<file path="src/rtl/core/jfhs_pkg.sv">
// ----------------------------------------------------------------------------
// jfhs_pkg: shared types and constants for the JPEG frame header scanner
// Parse phases, result status codes and the marker codes the scanner decodes.
// ----------------------------------------------------------------------------
package jfhs_pkg;

    // Parse phase, one-hot
    typedef enum logic [8:0] {
        PH_START0 = 9'b000000001,
        PH_START1 = 9'b000000010,
        PH_SCAN   = 9'b000000100,
        PH_MARKER = 9'b000001000,
        PH_LEN_HI = 9'b000010000,
        PH_LEN_LO = 9'b000100000,
        PH_SKIP   = 9'b001000000,
        PH_SOF    = 9'b010000000,
        PH_DONE   = 9'b100000000
    } phase_t;

    // Result status codes
    localparam logic [1:0] STATUS_FOUND     = 2'd0;
    localparam logic [1:0] STATUS_NO_SOI    = 2'd1;
    localparam logic [1:0] STATUS_NOT_FOUND = 2'd2;
    localparam logic [1:0] STATUS_ZERO_DIM  = 2'd3;

    // Marker codes
    localparam logic [7:0] MARKER_PREFIX = 8'hFF;
    localparam logic [7:0] MARKER_SOI    = 8'hD8;
    localparam logic [7:0] MARKER_SOF0   = 8'hC0;
    localparam logic [7:0] MARKER_SOF2   = 8'hC2;
    localparam logic [7:0] MARKER_SOS    = 8'hDA;
    localparam logic [7:0] MARKER_STUFF  = 8'h00;
    localparam logic [7:0] MARKER_TEM    = 8'h01;
    localparam logic [7:0] MARKER_RST0   = 8'hD0;
    localparam logic [7:0] MARKER_EOI    = 8'hD9;

    // Frame header byte offsets after the SOF marker
    localparam logic [15:0] SOF_OFS_HEIGHT_HI = 16'd3;
    localparam logic [15:0] SOF_OFS_HEIGHT_LO = 16'd4;
    localparam logic [15:0] SOF_OFS_WIDTH_HI  = 16'd5;
    localparam logic [15:0] SOF_OFS_WIDTH_LO  = 16'd6;
    localparam logic [15:0] SOF_OFS_COUNT     = 16'd7;

endpackage

</file>
<file path="src/rtl/core/jpeg_frame_header_scanner.sv">
// ----------------------------------------------------------------------------
// jpeg_frame_header_scanner: JPEG marker walker that extracts SOF dimensions
// Takes a JPEG file one byte per word and gives one status word per file.
// ----------------------------------------------------------------------------
// Usage:
//   Input channel (s_*): one file byte per word, s_last_byte set on the final
//   byte of a file. The next word after a final byte starts a new file.
//   Result channel (m_*): exactly one word per file: status, height, width
//   and component count. Status is found, no start marker, frame header not
//   found, or zero dimension; the size fields are zero unless found.
//   Throughput: one byte per clock while s_ready is high. Each byte is
//   decoded by the phase state machine in the cycle it is accepted; a
//   result goes into the output register (or the skid entry while that is
//   still held) at the edge that accepts the deciding byte.
//   The result side has an output register plus one skid entry. When the
//   receiver stalls, input keeps flowing until a second result is pending in
//   the skid entry; s_ready then drops until the output register drains.
//   Bytes after a result are consumed without output until the final byte.
//   Reset (aresetn low, synchronous) returns the parser to the start of a
//   file and empties both result entries; no clearing pass is needed.
// ----------------------------------------------------------------------------
module jpeg_frame_header_scanner
    import jfhs_pkg::*;
(
    input  logic        aclk,
    input  logic        aresetn,

    input  logic        s_valid,
    output logic        s_ready,
    input  logic [7:0]  s_data_byte,
    input  logic        s_last_byte,

    output logic        m_valid,
    input  logic        m_ready,
    output logic [1:0]  m_status,
    output logic [15:0] m_image_height,
    output logic [15:0] m_image_width,
    output logic [7:0]  m_component_count
);

    // Parser state
    phase_t      phase_reg,  phase_next;
    logic [15:0] offset_reg, offset_next;
    logic [15:0] length_reg, length_next;
    logic [15:0] height_reg, height_next;
    logic [15:0] width_reg,  width_next;

    // Result produced by the current byte
    logic        res_valid;
    logic [1:0]  res_status;
    logic [15:0] res_height;
    logic [15:0] res_width;
    logic [7:0]  res_count;

    // Output register and skid entry
    logic        out_valid_reg;
    logic [1:0]  out_status_reg;
    logic [15:0] out_height_reg;
    logic [15:0] out_width_reg;
    logic [7:0]  out_count_reg;
    logic        skid_valid_reg;
    logic [1:0]  skid_status_reg;
    logic [15:0] skid_height_reg;
    logic [15:0] skid_width_reg;
    logic [7:0]  skid_count_reg;

    logic        accept;
    logic        pop;
    logic        push;
    logic        skip_end;
    logic        no_len_marker;
    logic [15:0] offset_inc;
    logic [15:0] len_full;

    assign s_ready  = !skid_valid_reg;
    assign accept   = s_valid && s_ready;
    assign pop      = out_valid_reg && m_ready;
    assign push     = accept && res_valid;

    assign offset_inc = offset_reg + 16'd1;
    // Segment body done once the count reaches length minus the length field
    assign skip_end   = offset_inc >= (length_reg - 16'd2);
    assign len_full   = {length_reg[15:8], s_data_byte};

    // Stuffed byte, TEM and RSTn/SOI/EOI carry no length
    assign no_len_marker = (s_data_byte inside {MARKER_STUFF, MARKER_TEM,
                                                [MARKER_RST0:MARKER_EOI]});

    // ------------------------------------------------------------------
    // Byte decode
    // ------------------------------------------------------------------
    always_comb begin
        phase_next  = phase_reg;
        offset_next = offset_reg;
        length_next = length_reg;
        height_next = height_reg;
        width_next  = width_reg;
        res_valid   = 1'b0;
        res_status  = STATUS_FOUND;
        res_height  = '0;
        res_width   = '0;
        res_count   = '0;

        if (accept) begin
            unique case (phase_reg)
                PH_START0: begin
                    if (s_data_byte == MARKER_PREFIX) begin
                        phase_next = PH_START1;
                    end else begin
                        res_valid  = 1'b1;
                        res_status = STATUS_NO_SOI;
                        phase_next = PH_DONE;
                    end
                end
                PH_START1: begin
                    if (s_data_byte == MARKER_SOI) begin
                        phase_next = PH_SCAN;
                    end else begin
                        res_valid  = 1'b1;
                        res_status = STATUS_NO_SOI;
                        phase_next = PH_DONE;
                    end
                end
                PH_SCAN: begin
                    if (s_data_byte == MARKER_PREFIX) begin
                        phase_next = PH_MARKER;
                    end
                end
                PH_MARKER: begin
                    // FF padding keeps us here
                    if (s_data_byte == MARKER_PREFIX) begin
                        phase_next = PH_MARKER;
                    end else if (s_data_byte == MARKER_SOF0 ||
                                 s_data_byte == MARKER_SOF2) begin
                        phase_next  = PH_SOF;
                        offset_next = '0;
                    end else if (s_data_byte == MARKER_SOS) begin
                        res_valid  = 1'b1;
                        res_status = STATUS_NOT_FOUND;
                        phase_next = PH_DONE;
                    end else if (no_len_marker) begin
                        phase_next = PH_SCAN;
                    end else begin
                        phase_next = PH_LEN_HI;
                    end
                end
                PH_LEN_HI: begin
                    length_next = {s_data_byte, 8'h00};
                    phase_next  = PH_LEN_LO;
                end
                PH_LEN_LO: begin
                    length_next = len_full;
                    if (len_full < 16'd2) begin
                        res_valid  = 1'b1;
                        res_status = STATUS_NOT_FOUND;
                        phase_next = PH_DONE;
                    end else if (len_full == 16'd2) begin
                        phase_next = PH_SCAN;
                    end else begin
                        offset_next = '0;
                        phase_next  = PH_SKIP;
                    end
                end
                PH_SKIP: begin
                    offset_next = offset_inc;
                    if (skip_end) begin
                        phase_next = PH_SCAN;
                    end
                end
                PH_SOF: begin
                    case (offset_reg)
                        SOF_OFS_HEIGHT_HI: height_next = {s_data_byte, 8'h00};
                        SOF_OFS_HEIGHT_LO: height_next = {height_reg[15:8], s_data_byte};
                        SOF_OFS_WIDTH_HI:  width_next  = {s_data_byte, 8'h00};
                        SOF_OFS_WIDTH_LO:  width_next  = {width_reg[15:8], s_data_byte};
                        default: ;
                    endcase
                    if (offset_reg >= SOF_OFS_COUNT) begin
                        res_valid  = 1'b1;
                        phase_next = PH_DONE;
                        if (height_reg == '0 || width_reg == '0) begin
                            res_status = STATUS_ZERO_DIM;
                        end else begin
                            res_status = STATUS_FOUND;
                            res_height = height_reg;
                            res_width  = width_reg;
                            res_count  = s_data_byte;
                        end
                    end else begin
                        offset_next = offset_inc;
                    end
                end
                PH_DONE: begin
                    phase_next = PH_DONE;
                end
                default: begin
                    phase_next = PH_START0;
                end
            endcase

            // End of file: report if nothing was given, then restart
            if (s_last_byte) begin
                if (phase_next != PH_DONE) begin
                    res_valid  = 1'b1;
                    res_status = (phase_next == PH_START1) ? STATUS_NO_SOI
                                                           : STATUS_NOT_FOUND;
                    res_height = '0;
                    res_width  = '0;
                    res_count  = '0;
                end
                phase_next = PH_START0;
            end
        end
    end

    always_ff @(posedge aclk) begin
        if (!aresetn) begin
            phase_reg <= PH_START0;
        end else begin
            phase_reg <= phase_next;
        end
        offset_reg <= offset_next;
        length_reg <= length_next;
        height_reg <= height_next;
        width_reg  <= width_next;
    end

    // ------------------------------------------------------------------
    // Output register with skid entry
    // ------------------------------------------------------------------
    always_ff @(posedge aclk) begin
        if (!aresetn) begin
            out_valid_reg  <= 1'b0;
            skid_valid_reg <= 1'b0;
        end else if (skid_valid_reg) begin
            if (pop) begin
                out_valid_reg  <= 1'b1;
                skid_valid_reg <= 1'b0;
            end
        end else if (push) begin
            if (!out_valid_reg || pop) begin
                out_valid_reg <= 1'b1;
            end else begin
                skid_valid_reg <= 1'b1;
            end
        end else if (pop) begin
            out_valid_reg <= 1'b0;
        end
    end

    always_ff @(posedge aclk) begin
        if (skid_valid_reg) begin
            if (pop) begin
                out_status_reg <= skid_status_reg;
                out_height_reg <= skid_height_reg;
                out_width_reg  <= skid_width_reg;
                out_count_reg  <= skid_count_reg;
            end
        end else if (push) begin
            if (!out_valid_reg || pop) begin
                out_status_reg <= res_status;
                out_height_reg <= res_height;
                out_width_reg  <= res_width;
                out_count_reg  <= res_count;
            end else begin
                skid_status_reg <= res_status;
                skid_height_reg <= res_height;
                skid_width_reg  <= res_width;
                skid_count_reg  <= res_count;
            end
        end
    end

    assign m_valid           = out_valid_reg;
    assign m_status          = out_status_reg;
    assign m_image_height    = out_height_reg;
    assign m_image_width     = out_width_reg;
    assign m_component_count = out_count_reg;

    // ------------------------------------------------------------------
    // Assertions
    // ------------------------------------------------------------------
    // Skid entry is only filled behind a full output register
    assert property (@(posedge aclk) disable iff (!aresetn)
        skid_valid_reg |-> out_valid_reg)
        else $error("skid entry holds a word while output register is empty");

    // A final byte always returns the parser to the start of a file
    assert property (@(posedge aclk) disable iff (!aresetn)
        (accept && s_last_byte) |=> (phase_reg == PH_START0))
        else $error("parser not restarted after final byte");

    // Once a result is given, no other is produced until the final byte
    assert property (@(posedge aclk) disable iff (!aresetn)
        (accept && phase_reg == PH_DONE) |-> !res_valid)
        else $error("second result within one file");

    // Size fields are only nonzero on a found result
    assert property (@(posedge aclk) disable iff (!aresetn)
        (m_valid && m_status != STATUS_FOUND) |->
            (m_image_height == '0 && m_image_width == '0 && m_component_count == '0))
        else $error("size fields nonzero on a failed result");

endmodule

</file>
<file path="config.mk">
export PLATFORM = sky130hd
export DESIGN_NAME = jpeg_frame_header_scanner
export DESIGN_NICKNAME = d
export VERILOG_FILES = /design/src/rtl/core/jfhs_pkg.sv /design/src/rtl/core/jpeg_frame_header_scanner.sv
export SDC_FILE = /design/constraint.sdc
export NUM_CORES = 1
export LEC_CHECK = 0
export BUFFER_PORTS_ARGS = -buffer_cell sky130_fd_sc_hd__buf_4
export CORE_ASPECT_RATIO = 0.6
export CORE_MARGIN = 2
export CORE_UTILIZATION = 35
export CTS_CLUSTER_DIAMETER = 200
export DETAILED_ROUTE_END_ITERATION = 12
export PLACE_DENSITY = 0.61
export SLEW_MARGIN = 10
export SYNTH_ARGS = -nofsm -noshare
export SYNTH_HDL_FRONTEND = slang
export SYNTH_SLANG_ARGS = --single-unit
</file>
<file path="constraint.sdc">
create_clock -name aclk -period 4 [get_ports aclk]
set_input_delay 0.4 -clock aclk [delete_from_list [all_inputs] [get_ports aclk]]
set_output_delay 0.4 -clock aclk [all_outputs]
set_load 0.05 [all_outputs]
</file>
## Word-level counts from Yosys, hierarchy flattened

Cells that the tools add are included.

| word-level totals | value |
|---|---|
| register bits after elaboration | 159 |
| input port bits | 13 |
| output and inout bits | 44 |

| operators by class | value |
|---|---|
| add/subtract/negate cells | 2 |
| $lt $le $gt $ge | 5 |
| eq/ne operators | 29 |
| multiplexer cells | 90 |
| bitwise logic cells | 5 |
| reduce and logical (&&, ||, !) cells | 30 |

Operators with widths:

| operator | count |
|---|---|
| $mux 16 | 25 |
| $mux 9 | 11 |
| $pmux 16 s2 | 3 |
| $pmux 9 s9 | 1 |
| $mux 8 | 10 |
| $pmux 16 s4 | 1 |
| $eq 16x3->1 const B | 3 |
| $eq 8x8->1 const B | 5 |
| $eq 16x2->1 const B | 2 |
| $logic_not 16->1 | 2 |
| $mux 2 | 14 |
| $mux 1 | 21 |
| $eq 9x2->1 const B | 2 |
| $reduce_and 3->1 | 6 |
| $add 16x1->16 const B | 1 |
| $ge 16x16->1 | 1 |
| $ge 16x3->1 const B | 1 |
| $lt 16x2->1 const B | 1 |
| $sub 16x2->16 const B | 1 |
| $reduce_bool 2->1 | 6 |
| $ne 2x2->1 const B | 5 |
| $pmux 2 s5 | 1 |
| $eq 9x1->1 const B | 1 |
| $eq 9x3->1 const B | 1 |
| other kinds (25) | 36 |

## Logic depth before layout (Yosys ltp)

| depth | value |
|---|---|
| word-level depth | 17 |
| depth in mapped cells | 13 |
| gate-level depth less buffers | 13 |

## Least setup slack after synthesis

Ideal clock, no wire load.

| path | value |
|---|---|
| path kind | in2reg |
| from | in s_data_byte[7] |
| to | reg out_count_reg[0], in the netlist m_component_count[0] (enable) |
| library setup time | 0.445 ns |
| data arrival time | 3.680 ns |
| data required time | 3.555 ns |
| slack | -0.125 ns |
| cell stages on the path | 7 |
| buffers on the path | 1 |
| cell sequence | buf_6 > or4_4 > nor4b_4 > nand3_2 > o32ai_4 > nor3_2 > o31ai_2 |

| on the way | value |
|---|---|
| cells in the longest elaborated chain, start to end | 16 |
| elaborated cells on any way between the ends | 39 |
| classes of those cells | order compare: 3; eq/ne: 8; mux: 21; reduce/logical: 7 |

Ends and longest elaborated chain:

| item | line | source |
|---|---|---|
| start: declaration | jpeg_frame_header_scanner.sv:30 | `input logic [7:0] s_data_byte,` |
| $ge 8x8->1 / $le 8x8->1 (equally long branches) | jpeg_frame_header_scanner.sv:86 | `assign no_len_marker = (s_data_byte inside {MARKER_STUFF, MARKER_TEM,` |
| $logic_and 1x1->1 | jpeg_frame_header_scanner.sv:86 |  |
| $reduce_bool 3->1 | jpeg_frame_header_scanner.sv:86 |  |
| $mux 5 | jpeg_frame_header_scanner.sv:141 | `end else if (no_len_marker) begin` |
| $mux 9 | jpeg_frame_header_scanner.sv:137 | `end else if (s_data_byte == MARKER_SOS) begin` |
| $mux 9 | jpeg_frame_header_scanner.sv:133 | `end else if (s_data_byte == MARKER_SOF0 \|\|` |
| $mux 9 | jpeg_frame_header_scanner.sv:131 | `if (s_data_byte == MARKER_PREFIX) begin` |
| $pmux 9 s9 | jpeg_frame_header_scanner.sv:105 | `unique case (phase_reg)` |
| $mux 9 | jpeg_frame_header_scanner.sv:104 | `if (accept) begin` |
| $ne 9x9->1 | jpeg_frame_header_scanner.sv:203 | `if (phase_next != PH_DONE) begin` |
| $mux 1 | jpeg_frame_header_scanner.sv:203 |  |
| $mux 1 * | jpeg_frame_header_scanner.sv:202 | `if (s_last_byte) begin` |
| $mux 1 * | jpeg_frame_header_scanner.sv:104 |  |
| $logic_and 1x1->1 * | jpeg_frame_header_scanner.sv:78 | `assign push = accept && res_valid;` |
| $reduce_bool 2->1 (no source line) * | -- |  |
| $reduce_and 3->1 (no source line) * | -- |  |
| end signal: assignment | jpeg_frame_header_scanner.sv:257 | `out_count_reg <= skid_count_reg;` |
| end signal: assignment | jpeg_frame_header_scanner.sv:264 | `out_count_reg <= res_count;` |
| end: declaration | jpeg_frame_header_scanner.sv:60 | `logic [7:0] out_count_reg;` |

Mark *: on every way between the ends. The rest lies on a longest branch, timed or not. The select of a mux whose other input is x is not followed.
A chain may end at the register's enable or synchronous reset.

## Worst setup path after layout

| path | value |
|---|---|
| from | reg length_reg[1] |
| to | reg phase_reg[6] |

| on the way | value |
|---|---|
| cells in the longest elaborated chain, start to end | 6 |

Ends and longest elaborated chain:

| item | line | source |
|---|---|---|
| start: declaration | jpeg_frame_header_scanner.sv:44 | `logic [15:0] length_reg, length_next;` |
| start signal: assignment | jpeg_frame_header_scanner.sv:223 | `length_reg <= length_next;` |
| $sub 16x2->16 | jpeg_frame_header_scanner.sv:82 | `assign skip_end = offset_inc >= (length_reg - 16'd2);` |
| $ge 16x16->1 | jpeg_frame_header_scanner.sv:82 |  |
| $mux 9 | jpeg_frame_header_scanner.sv:166 | `if (skip_end) begin` |
| $pmux 9 s9 | jpeg_frame_header_scanner.sv:105 |  |
| $mux 9 | jpeg_frame_header_scanner.sv:104 |  |
| $mux 9 | jpeg_frame_header_scanner.sv:202 |  |
| end signal: assignment | jpeg_frame_header_scanner.sv:220 | `phase_reg <= phase_next;` |
| end: declaration | jpeg_frame_header_scanner.sv:42 | `phase_t phase_reg, phase_next;` |

No other way between the ends. The select of a mux whose other input is x is not followed.

==> results.ini <==
[critical_path]
required_ps=4310
crit_fanout=4
worst-r2r-setup-slack_ps=510
endpoint=phase_reg[6]$_SDFFE_PN0P_
worstRegToRegCells=13
endpoint_kind=flop
startpoint_type=flop
r2r_end=phase_reg[6]$_SDFFE_PN0P_
cp-startpoint=length_reg[1]$_SDFFCE_PN0P_
critPathKind=reg -> reg
reg2reg_from=length_reg[1]$_SDFFCE_PN0P_
cp_data_arrival_time_ps=3800

[yosys]
mappedNetlistArea_sq_um=7790
yosysSeqAreaShare=0.598
synth_async_sr_flop_share=0
synth_fp_nets=670
syn-instance-count=636
ys.flop_type=edfxtp_1
synth_seq_cells=159
synth.distinct_cells=61
synth-edff-count=148
ys_warn_count=0
syn_area_per_cell_sq_um=12.3

[timing]
drv_slew=0
hold_viol_final=0
fmax_mhz=287
setup-violations-final=0
slew_headroom=0.384
fin_ws_ps=510
fin_crit_sh=0.873
fin_crit_ps=3490
skew_ps=9.41
rsz0062_at_grt=false
fin_setup_tns_ps=0
worst_pin_slew_ps=924

[routing]
vias=5003
via_per_inst=5.10
firstDrtPassIters=5
drc=0
ant_nets=0
finalWirelength_um=16800
first_iter_violations=416
detail_route.wl_per_cell_um=17.1

[cts]
cts-resized-gates=0
cts_tree=built
cts.sinks=159
htreeDepth=4
hold_buffers=0
path_clk_slew_ps=60
clockBufferDepth=2
cts_root_buffer=clkbuf_16
cts_buffers=17
postCtsSetupRepairBufs=0
clk_latency_ps=430

[die]
coreArea_sq_um=22000
io_pins=57
start_util=0.355
die_h_um=120
die_area_sq_um=23500
fp-row-count=42
die-width_um=197

[global_route]
antenna_found_initial=0
grt_pass1_vias=4980
grtUsageTotal=0.149
grt_first_pass_wirelength_um=27200
grt_overflow_total=0
grt_max_degree=47

[layout]
drive_above_1_share=0.157
fill_cells=2079
area_growth_pct=16.1
finalNetCount=716
diodes=0

[placement]
gp_congestion=0.898
preCtsSetupSlack_ps=601
port_buffers=56
dp_hpwl_um=11900

[pwr]
peakVddDrop_v=0.000265
cellLeakagePower_nw=3.67
p_per_area_nw_per_um2=415

[run_status]
outcome=complete, no violations

[run]
cap_violations=0

[worst_hold_path]
min_path_type=in -> reg

-- cell families (layout without fill, tap and decap cells) --
group | Yosys count | in the layout | synth area share
AND/OR/NAND/NOR | 275 | 275 | 0.211
flip-flops | 159 | 159 | 0.598
AO/OA/AOI/OAI | 98 | 98 | 0.0907
buffers and inverters | 52 | 111 | 0.0313
XOR/XNOR | 31 | 31 | 0.0348
adder cells (fa/ha/maj) | 21 | 21 | 0.0337
-- metal layers --
layer,wire [um],vias up,global-route usage
met1,8700,2402,0.229
met3,1160,14,0.0377
met5,0,-,0
met4,113,0,0.0357
li1,-,2428,-
met2,6810,159,0.209
-- final cells by class --
cell class              count  area (sq um)  share of cell area
clock inverters            15           153              0.0169
repair buffers             63           473              0.0523
inverters                  16          60.1             0.00664
well taps                 286           358              0.0395
flip-flops and latches    159          4660               0.515
clock buffers              17           425              0.0470
multi-input cells         425          2920               0.322
-- through the flow --
stage	util	cells	hold slack (ps)	cell area (sq um)	total power [mW]
after floorplan	-	636	498	7800	2.10
after global placement	0.386	949	508	8470	2.20
after detailed placement	0.386	949	505	8470	2.20
after CTS	0.412	981	277	9050	3.78
after global routing	0.412	981	292	9050	3.86
final	0.412	981	290	9050	3.75
-- where the power goes --
part | total, mW | internal (mW) | switching [mW] | leakage (nW)
registers | 1.87 | 1.85 | 0.0163 | 1.49
logic | 0.299 | 0.0794 | 0.220 | 1.91
clock network | 1.58 | 0.875 | 0.709 | 0.270
total | 3.75 | 2.81 | 0.945 | 3.67
-- Yosys cell counts, drive strengths merged (2+ instances only) --
library cell,n,area [sq um]
a21boi,3,22.5
a21o,41,308
a21oi,13,65.1
a22o,3,26.3
a22oi,3,22.5
a311oi,3,26.3
a31oi,2,12.5
and2,64,400
and2b,14,105
and3,15,93.8
and4,4,35.0
buf,12,93.8
clkbuf,24,90.1
dfxtp,11,220
edfxtp,148,4440
ha,21,263
inv,16,60.1
nand2,36,135
nand2b,2,12.5
nand3,21,110
nand4,10,77.6
nand4b,4,35.0
nor2,36,143
nor2b,20,125
nor3,11,60.1
nor3b,5,42.5
nor4,20,146
nor4b,2,32.5
o211ai,4,30.0
o21ai,14,70.1
o311ai,2,17.5
o31ai,3,27.5
or3,4,25.0
xnor2,18,158
xor2,13,114
-- critical path: stages, from the launching register on --
cell,delay [ps]
edfxtp_1,450
inv_1,100
ha_1,200
inv_1,70
nor4_1,710
nand3_1,210
xor2_1,190
ha_1,310
nand4_1,150
nor3_1,340
o311ai_0,230
nand3_1,130
o211ai_1,100
a22o_1,190
-- worst min path at each step --
stage,start,endpoint,cells after the start
6_report,aresetn,phase_reg[0]$_SDFFE_PN1P_,2
5_1_grt,s_valid,skid_valid_reg$_SDFF_PN0_,3
4_1_cts,aresetn,phase_reg[0]$_SDFFE_PN1P_,2
3_5_place_dp,skid_width_reg[14]$_DFFE_PP_,m_image_width[14]$_DFFE_PP_,1
3_3_place_gp,skid_height_reg[11]$_DFFE_PP_,m_image_height[11]$_DFFE_PP_,1
2_1_floorplan,skid_height_reg[0]$_DFFE_PP_,m_image_height[0]$_DFFE_PP_,1
-- cells in the final DEF (no fill, tap or decap), types with 18 or more instances in the layout --
cell type	instances
a21o_1	41
and2_1	64
buf_4	63
edfxtp_1	148
ha_1	21
nand2_1	36
nand3_1	20
nor2_1	35
nor2b_1	20
nor4_1	18
xnor2_1	18
Note: power is estimated with default switching activity, not from simulation.
